`src/hdl/dq_pkg.sv`:
```
package dq_pkg;

  localparam int MODE_W = 3;
  localparam int DATA_W = 32;
  localparam int IDX_W  = 6;
  localparam int ST_W   = 2;
  localparam int CNT_W  = 7;
  localparam int TDATA_W = 40;

  localparam logic [MODE_W-1:0] MODE_PUSH_TAIL  = 3'd0;
  localparam logic [MODE_W-1:0] MODE_POP_BACK   = 3'd1;
  localparam logic [MODE_W-1:0] MODE_PUSH_FRONT = 3'd2;
  localparam logic [MODE_W-1:0] MODE_POP_FRONT  = 3'd3;
  localparam logic [MODE_W-1:0] MODE_READ       = 3'd4;
  localparam logic [MODE_W-1:0] MODE_CLEAR      = 3'd5;

  localparam logic [ST_W-1:0] ST_OK    = 2'd0;
  localparam logic [ST_W-1:0] ST_EMPTY = 2'd1;
  localparam logic [ST_W-1:0] ST_FULL  = 2'd2;
  localparam logic [ST_W-1:0] ST_RANGE = 2'd3;

  typedef struct packed {
    logic accept;
  } cmd_t;

endpackage

```
`src/hdl/dq_ctrl.sv`:
```
module dq_ctrl (
  input  logic          clk,
  input  logic          rst_n,
  input  logic          in_tvalid,
  output logic          in_tready,
  output logic          out_tvalid,
  input  logic          out_tready,
  output dq_pkg::cmd_t  cmd
);

  typedef enum logic {S_IDLE, S_SHOW} state_t;

  state_t state_r;
  state_t state_nxt;
  logic   accept;

  // A new word may enter whenever the result slot is empty or draining.
  assign in_tready  = (state_r == S_IDLE) || out_tready;
  assign accept     = in_tvalid && in_tready;
  assign out_tvalid = (state_r == S_SHOW);
  assign cmd.accept = accept;

  always_comb begin
    state_nxt = state_r;
    unique case (state_r)
      S_IDLE: begin
        if (accept) state_nxt = S_SHOW;
      end
      S_SHOW: begin
        if (accept) state_nxt = S_SHOW;
        else if (out_tready) state_nxt = S_IDLE;
      end
      default: state_nxt = S_IDLE;
    endcase
  end

  always_ff @(posedge clk) begin
    if (!rst_n) begin
      state_r <= S_IDLE;
    end else begin
      state_r <= state_nxt;
    end
  end

endmodule

```
`src/hdl/dq_dpath.sv`:
```
module dq_dpath #(
  parameter int DEPTH = 64
) (
  input  logic                             clk,
  input  logic                             rst_n,
  input  dq_pkg::cmd_t                     cmd,
  input  logic        [dq_pkg::MODE_W-1:0] in_mode,
  input  logic signed [dq_pkg::DATA_W-1:0] in_value,
  input  logic        [dq_pkg::IDX_W-1:0]  in_index,
  output logic signed [dq_pkg::DATA_W-1:0] out_data,
  output logic        [dq_pkg::ST_W-1:0]   out_status,
  output logic        [dq_pkg::CNT_W-1:0]  out_count
);

  localparam int AW = $clog2(DEPTH);
  localparam int CW = $clog2(DEPTH + 1);
  localparam int XW = (CW > dq_pkg::IDX_W) ? CW : dq_pkg::IDX_W;
  localparam logic [AW:0]   DEPTH_W   = (AW + 1)'(DEPTH);
  localparam logic [CW-1:0] FULL_CNT  = CW'(DEPTH);
  localparam logic [AW-1:0] LAST_SLOT = AW'(DEPTH - 1);

  logic signed [dq_pkg::DATA_W-1:0] mem [DEPTH];
  logic signed [dq_pkg::DATA_W-1:0] rd_data_r;

  logic [AW-1:0] head_r, head_nxt;
  logic [CW-1:0] fill_r, fill_nxt;
  logic [CW-1:0] cnt_r;
  logic [dq_pkg::ST_W-1:0] st_r, st_nxt;
  logic use_r, use_nxt;

  logic          full, empty;
  logic [XW-1:0] idx_x, fill_x;
  logic [AW-1:0] head_dec, head_inc;
  logic [AW-1:0] wr_addr, rd_addr, rd_off;
  logic          wr_en;

  // (base + off) mod DEPTH, both operands below DEPTH
  function automatic logic [AW-1:0] wrap_add(logic [AW-1:0] base, logic [AW-1:0] off);
    logic [AW:0] sum;
    sum = {1'b0, base} + {1'b0, off};
    if (sum >= DEPTH_W) sum = sum - DEPTH_W;
    return sum[AW-1:0];
  endfunction

  always_comb begin
    full     = (fill_r == FULL_CNT);
    empty    = (fill_r == '0);
    idx_x    = XW'(in_index);
    fill_x   = XW'(fill_r);
    head_dec = (head_r == '0) ? LAST_SLOT : head_r - 1'b1;
    head_inc = (head_r == LAST_SLOT) ? '0 : head_r + 1'b1;

    head_nxt = head_r;
    fill_nxt = fill_r;
    wr_en    = 1'b0;
    wr_addr  = wrap_add(head_r, AW'(fill_r));
    rd_off   = AW'(fill_r - 1'b1);
    use_nxt  = 1'b0;
    st_nxt   = dq_pkg::ST_OK;

    unique case (in_mode)
      dq_pkg::MODE_PUSH_TAIL: begin
        if (full) begin
          st_nxt = dq_pkg::ST_FULL;
        end else begin
          wr_en    = 1'b1;
          fill_nxt = fill_r + 1'b1;
        end
      end
      dq_pkg::MODE_POP_BACK: begin
        if (empty) begin
          st_nxt = dq_pkg::ST_EMPTY;
        end else begin
          use_nxt  = 1'b1;
          fill_nxt = fill_r - 1'b1;
        end
      end
      dq_pkg::MODE_PUSH_FRONT: begin
        if (full) begin
          st_nxt = dq_pkg::ST_FULL;
        end else begin
          wr_en    = 1'b1;
          wr_addr  = head_dec;
          head_nxt = head_dec;
          fill_nxt = fill_r + 1'b1;
        end
      end
      dq_pkg::MODE_POP_FRONT: begin
        if (empty) begin
          st_nxt = dq_pkg::ST_EMPTY;
        end else begin
          rd_off   = '0;
          use_nxt  = 1'b1;
          head_nxt = head_inc;
          fill_nxt = fill_r - 1'b1;
        end
      end
      dq_pkg::MODE_READ: begin
        if (idx_x >= fill_x) begin
          st_nxt = dq_pkg::ST_RANGE;
        end else begin
          rd_off  = AW'(idx_x);
          use_nxt = 1'b1;
        end
      end
      dq_pkg::MODE_CLEAR: begin
        head_nxt = '0;
        fill_nxt = '0;
      end
      default: ;
    endcase

    rd_addr = wrap_add(head_r, rd_off);
  end

  always_ff @(posedge clk) begin
    if (!rst_n) begin
      head_r <= '0;
      fill_r <= '0;
    end else if (cmd.accept) begin
      head_r <= head_nxt;
      fill_r <= fill_nxt;
    end
  end

  // Result fields of the word just taken; held until the next word enters.
  always_ff @(posedge clk) begin
    if (cmd.accept) begin
      st_r  <= st_nxt;
      cnt_r <= fill_nxt;
      use_r <= use_nxt;
    end
  end

  always_ff @(posedge clk) begin
    if (cmd.accept && wr_en) mem[wr_addr] <= in_value;
    if (cmd.accept) rd_data_r <= mem[rd_addr];
  end

  assign out_data   = use_r ? rd_data_r : '0;
  assign out_status = st_r;
  assign out_count  = dq_pkg::CNT_W'(cnt_r);

endmodule

```
`src/hdl/double_ended_queue.sv`:
```
// Double-ended queue over a circular buffer of DEPTH words.
// The result word is registered and appears in the cycle after its input word is taken.
// Throughput: one word per cycle while out_tready is high; the result register, the head
// pointer and fill count update together; the buffer has one write and one read port.
// Reset (rst_n low, synchronous) empties the queue; buffer contents are kept.
module double_ended_queue #(
  parameter int DEPTH = 64
) (
  input  logic                       clk,
  input  logic                       rst_n,
  input  logic                       in_tvalid,
  output logic                       in_tready,
  input  logic [dq_pkg::TDATA_W-1:0] in_tdata,   // value[31:0], index[37:32], zero[39:38]
  input  logic [dq_pkg::MODE_W-1:0]  in_tuser,   // mode[2:0]
  output logic                       out_tvalid,
  input  logic                       out_tready,
  output logic [dq_pkg::TDATA_W-1:0] out_tdata,  // data[31:0], count[38:32], zero[39]
  output logic [dq_pkg::ST_W-1:0]    out_tuser   // status[1:0]
);

  dq_pkg::cmd_t cmd;

  logic signed [dq_pkg::DATA_W-1:0] in_value;
  logic        [dq_pkg::IDX_W-1:0]  in_index;
  logic signed [dq_pkg::DATA_W-1:0] out_data;
  logic        [dq_pkg::CNT_W-1:0]  out_count;

  assign in_value = signed'(in_tdata[dq_pkg::DATA_W-1:0]);
  assign in_index = in_tdata[dq_pkg::DATA_W +: dq_pkg::IDX_W];

  assign out_tdata = {1'b0, out_count, out_data};

  dq_ctrl u_ctrl (
    .clk        (clk),
    .rst_n      (rst_n),
    .in_tvalid  (in_tvalid),
    .in_tready  (in_tready),
    .out_tvalid (out_tvalid),
    .out_tready (out_tready),
    .cmd        (cmd)
  );

  dq_dpath #(
    .DEPTH (DEPTH)
  ) u_dpath (
    .clk        (clk),
    .rst_n      (rst_n),
    .cmd        (cmd),
    .in_mode    (in_tuser),
    .in_value   (in_value),
    .in_index   (in_index),
    .out_data   (out_data),
    .out_status (out_tuser),
    .out_count  (out_count)
  );

endmodule

```
`config.mk`:
```
export PLATFORM = sky130hd
export DESIGN_NAME = double_ended_queue
export DESIGN_NICKNAME = d
export VERILOG_FILES = /design/src/hdl/dq_pkg.sv /design/src/hdl/dq_ctrl.sv /design/src/hdl/dq_dpath.sv /design/src/hdl/double_ended_queue.sv
export SDC_FILE = /design/constraint.sdc
export NUM_CORES = 2
export LEC_CHECK = 0
export BUFFER_PORTS_ARGS = -buffer_cell sky130_fd_sc_hd__buf_2
export CAP_MARGIN = 20
export CORE_UTILIZATION = 63
export DETAILED_ROUTE_END_ITERATION = 10
export PLACE_DENSITY = 0.8
export RECOVER_POWER = 100
export SYNTH_ARGS = -nofsm -noshare
export SYNTH_HDL_FRONTEND = slang
export SYNTH_HIERARCHICAL = 1
export SYNTH_SLANG_ARGS = --single-unit
```
`constraint.sdc`:
```
create_clock -name clk -period 6.6 [get_ports clk]
set_input_delay 0.33 -clock clk [delete_from_list [all_inputs] [get_ports clk]]
set_output_delay 0.33 -clock clk [all_outputs]
set_load 0.03 [all_outputs]
```
Word-level counts from Yosys, hierarchy flattened
Memory sizes are Yosys's and may differ from the RTL's. A register that Yosys moved wholly into a read port is not among the register bits.
Index checks and enable logic that the tools add are counted.
- memory bits (writable): 2048
- word-level logic and storage cells: 69
- memories: 1
- register bits after elaboration: 24
- bits of input ports: 47
- output and inout bits: 44
- memory list (memory ; words ; bits a word ; rd ports ; clocked after memory_dff ; write ports ; line ; text):
    u_dpath.mem ; 64 ; 32 ; 1 ; 1 ; 1 ; dq_dpath.sv:22 ; logic signed [dq_pkg::DATA_W-1:0] mem [DEPTH];
- add/sub/neg operators: 8
- magnitude comparators: 3
- reductions and logical operators: 10
- bitwise gates (word level): 1
- equality and inequality tests: 9
- multiplexer cells: 31
- operators with widths (operator ; count):
    $mux 6 ; 10
    $mux 32 ; 1
    $pmux 7 s3 ; 1
    $pmux 6 s3 ; 1
    $sub 6x1->6 const B ; 3
    $add 6x6->7 ; 2
    $ge 7x7->1 const B ; 2
    $mux 7 ; 2
    $pmux 6 s2 ; 1
    $mux 1 ; 10
    $add 7x1->7 const B ; 1
    $eq 7x7->1 const B ; 1
    $ge 6x7->1 ; 1
    $logic_not 7->1 ; 1
    $sub 7x1->7 const B ; 1
    $add 6x1->6 const B ; 1
    $eq 3x2->1 const B ; 2
    $eq 3x3->1 const B ; 2
    $eq 6x6->1 const B ; 1
    $logic_not 6->1 ; 1
    $pmux 2 s3 ; 1
    $mux 2 ; 2
    $ne 2x2->1 const B ; 2
    $pmux 1 s2 ; 2
    other kinds (8) ; 10

Depth between registers and ports, before layout
- word-level depth: 6
- depth in mapped cells: 17
- gate-level depth less buffers: 16

Modules after synthesis
The synthesis kept the hierarchy.
- by module, submodules not included (module ; cells each ; instances ; area each (µm²) ; sequential area each (µm²)):
    dq_dpath ; 3369 ; 1 ; 81465.6 ; 63020.4
    dq_ctrl ; 5 ; 1 ; 57.6 ; 20.0
    double_ended_queue ; 2 ; 1 ; 11.3 ; 0.0

Worst setup path after synthesis
OpenSTA, ideal clock, no wires.
- path kind: reg-to-reg
- start: register u_dpath.fill_r[5]
- end: register u_dpath/rd_data_r[10] (netlist name) (read register of u_dpath.mem), data pin
- arrival: 4339 ps
- stages on the path, launching flop included: 17
- setup time: 279 ps
- required time: 6321 ps
- period minus slack after synthesis: 4617 ps
- path slack: 1983 ps
- path buffers: 4
- cell sequence: dfxtp_1 clkbuf_1 inv_1 ha_1 nand4_1 o211ai_4 o21ai_0 a31o_2 ha_1 fa_1 clkbuf_1 clkbuf_1 clkbuf_1 mux4_2 mux4_2 mux2i_1 mux2i_1
- cells in the longest elaborated chain, start to end: 6
- elaborated cells on any way between the ends: 10
- those cells by class: 3 x add/sub; 2 x order compare; 4 x mux; 1 x reduce/logical
- ends and longest elaborated chain (element ; line ; text):
    start, declared ; dq_dpath.sv:26 ; logic [CW-1:0] fill_r, fill_nxt;
    start signal, assigned ; dq_dpath.sv:122 ; fill_r <= fill_nxt;
    $sub 7x1->7, or another cell as far along ; dq_dpath.sv:57 ; rd_off = AW'(fill_r - 1'b1);
    $mux 6, on equally long branches ; dq_dpath.sv:99, dq_dpath.sv:89 ;
    $pmux 6 s2 (*) ; dq_dpath.sv:61 ; unique case (in_mode)
    $add 6x6->7 (*) ; dq_dpath.sv:40 ; sum = {1'b0, base} + {1'b0, off};
    $sub 6x1->6 / $ge 7x7->1 (equally long branches) ; dq_dpath.sv:41 ; if (sum >= DEPTH_W) sum = sum - DEPTH_W;
    $mux 6 (*) ; dq_dpath.sv:41 ;
    end, declared ; dq_dpath.sv:23 ; logic signed [dq_pkg::DATA_W-1:0] rd_data_r;
Every way passes the cells marked *; elsewhere a longest branch is shown, timed or not.
A chain may end at the register's enable or synchronous reset.

Worst setup path in the final report
- start: register u_dpath.fill_r[0]
- end: memory u_dpath/mem[35][10] (netlist name) (enable)
- cells in the longest elaborated chain, start to end: 6
- elaborated cells on any way between the ends: 12
- those cells by class: 2 x add/sub; 1 x order compare; 1 x eq/ne; 7 x mux; 1 x reduce/logical
- ends and longest elaborated chain (element ; line):
    branches (longest 6 deep; another with $add 6x6->7) ; n/a
    end, declared ; dq_dpath.sv:22
Several ways; the timed one is not identified.

==> reports/metrics.csv <==
stage;metric;value;unit
global_routing;grt_most_used_layer;met2;
cts;cts_resized;0;
floorplanning;die_x;362;um
drt;drc;0;
floorplanning;die_h;362;um
pwr;power_density;361;nW/um^2
outcome;violations;capacitance limit, slew limit;
placement;hpwl;109000;um
pwr;leakagePower;28.7;nW
sta;maxSlewHeadroom;-0.898;
global_routing;overflow;0;
global_routing;use_met3;0.0825;
global_routing;grt_pass1_wl;300000;um
cts;cts_setup_buffers;0;
critical_path;cp_top_family;simple AND/OR/NAND/NOR gates;
sta;period_minus_slack;6280;ps
worst_hold_path;hp-class;in -> reg;
critical_path;cp-end-kind;flop;
synth;postSynthAreaPerCell;24.2;sq um
synth;synth.area.top_cells;edfxtp_1, mux4_2, mux2i_1, clkbuf_1, nor2_1;
drt;routed_wl;215000;um
cts;cts_sinks;2104;
run;maxCapViolCount;82;
floorplanning;initial_utilization;0.637;
sta;drv_slew;2518;
synth;synth.distinct_cells;63;
global_routing;grt_max_degree;95;
cts;cts-root-buf;clkbuf_16;
floorplanning;die_area;131000;sq um
critical_path;slowest_stage;nor2_1;
pwr;p_total;32.9;mW
cells_and_area;finish.instance_area;91000;sq um
global_routing;grt_use_met2;0.544;
drt;first_pass_iters;7;
sta;worst_pin_slew;2850;ps
synth;synth-seq-cells;2104;
cts;htreeDepth;4;
synth;synth_cells;3376;
pwr;irDropWorstVdd;0.261;mV
floorplanning;core;128000;sq um
floorplanning;num_rows;131;
global_routing;grt_pass1_vias;41000;
cts;clkTransAtPathRegs;60;ps
cts;max-clock-path-buffers;3;
outcome;status;finished with violations;
cts;tritoncts;done;
cells_and_area;area_growth_syn_to_layout;11.6;%
sta;max_freq;159;MHz
sta;setup_tns;0;ps
cts;hold_buffers;5;
sta;fin_crit_sh;0.952;
synth;async_flop_share;0;
cts;cts_made_buffers;192;
critical_path;worst_path_most_repeated_cell;inv_1;
critical_path;worstPathRequired;7070;ps
cells_and_area;nNetsFinal;3701;
synth;synth_edf_count;2090;
critical_path;critPathKind;reg -> reg;
critical_path;start_kind;flop;
synth;syn_nets;3447;
synth;synth_common_cells;edfxtp_1, mux4_2, mux2i_1;
sta;finClkSkew;41.2;ps
synth;synthesis.area;81500;sq um
synth;synth_top_area_frac;0.770;
cells_and_area;fin_cells;5523;
placement;dp.cells;5136;
sta;setup_viol;0;
critical_path;worstPathMaxFanout;17;
synth;synth_top_flop_cell;edfxtp_1;
critical_path;arrival;6750;ps
cts;worstSkewPairLatency;840;ps
sta;rsz0062_at_grt;false;
drt;dr.first_iter.drc_count;5935;
critical_path;crit_buf_inv;4;
floorplanning;pin_count;91;
synth;synth.largest_area_cell;edfxtp_1;
cells_and_area;layout-drive-gt1-share;0.288;
synth;synth_most_common_cell;edfxtp_1;
global_routing;antenna_found_initial;7;
drt;vias;39600;
synth;synth_warnings;6;
drt;ant_nets;0;
critical_path;crit_chain;inv_1, ha_1, inv_1, o311ai_0, clkbuf_1, and2_0, a211oi_4, nand2b_1, nor2_1, buf_4;
placement;dpl_cell_area;85000;sq um
global_routing;use_met1;0.421;
drt;wire_per_inst;38.9;um
drt;via_per_inst;7.16;
global_routing;track_usage;0.334;
placement;routabilityCongestion;0.892;
synth;synth-seq-area-share;0.773;
sta;finalHoldViolCount;0;
critical_path;critPathMaxStageDelay;2050;ps
placement;io_buffers;87;
==> registers in the layout (all words and copies together), names as in the netlist <==
name                flops
u_ctrl/out_tvalid       1
u_dpath/fill_r          7
u_dpath/head_r          6
u_dpath/mem          2048
u_dpath/out_count       7
u_dpath/out_status      2
u_dpath/rd_data_r      32
u_dpath/use_r           1
==> report_power, final <==
group	switching (mW)	internal, mW	leakage, nW
Clock	5.00	6.17	3.02
Sequential	0.237	14.9	18.9
Combinational	3.67	2.85	6.79
==> worst paths after layout <==
kind,from,to,slack [ps],depth (start not counted)
setup / recovery,u_dpath/fill_r[0],u_dpath/mem[35][10],320,10
hold / removal,in_tuser[1],u_dpath/out_status[1],210,4
setup reg to reg,u_dpath/fill_r[0],u_dpath/mem[35][10],320,10
hold reg to reg,u_dpath/fill_r[6],u_dpath/fill_r[6],660,2
==> through the flow <==
| step | worst slack (ps) | hold slack (ps) | util |
|---|---|---|---|
| 6_report | 316 | 214 | 0.711 |
| 5_1_grt | 355 | 220 | 0.711 |
| 4_1_cts | 858 | 138 | 0.713 |
| 3_5_place_dp | 966 | 500 | 0.664 |
| 3_3_place_gp | 979 | 491 | 0.664 |
| 2_1_floorplan | 1980 | 429 | - |
==> cells in the final DEF (no fill, tap or decap), drive strengths merged, types with 12 or more instances in the layout <==
cell and count:
clkbuf 352, nor2 89, a21oi 17, bufinv 19
buf 103, inv 26, and2 36, clkinv 90
ha 22, nand2 26, mux4 640, xnor2 12
mux2i 106, dfxtp 14, dlygate4sd3 12, edfxtp 2090
==> area by class of cell <==
type                            instances  area (sq um)
Clock inverter                        119          1220
Tap cell                             1729          2160
Sequential cell                      2104         63000
Antenna cell                            5          12.5
Multi-Input combinational cell       1076         17900
Inverter                               23          86.3
Timing Repair Buffer                  233          1530
Fill cell                            6840         37000
Clock buffer                          234          5000
==> per-layer routing <==
| metal | up-vias | wire length [um] |
|---|---|---|
| met5 | - | 32 |
| met4 | 4 | 12500 |
| met3 | 668 | 25600 |
| met2 | 3223 | 107000 |
| met1 | 20600 | 70100 |
| li1 | 15000 | - |
==> tightest hold or removal path: cells and delay by family <==
family | cells | cell delay, ps
buffers and inverters | 1 | 210
and+or+nand+nor | 2 | 250
AOI/OAI and AO/OA | 1 | 70
==> cells by family after synthesis <==
| family | share of synthesized area |
|---|---|
| compound gates | 0.00755 |
| xor+xnor | 0.00173 |
| fa+ha+maj | 0.00387 |
| buf+inv | 0.0108 |
| flops | 0.773 |
| mux | 0.191 |
| other cells | 0.0000460 |
| simple gates | 0.0121 |
No activity file was read; power rests on OpenSTA's default activity.
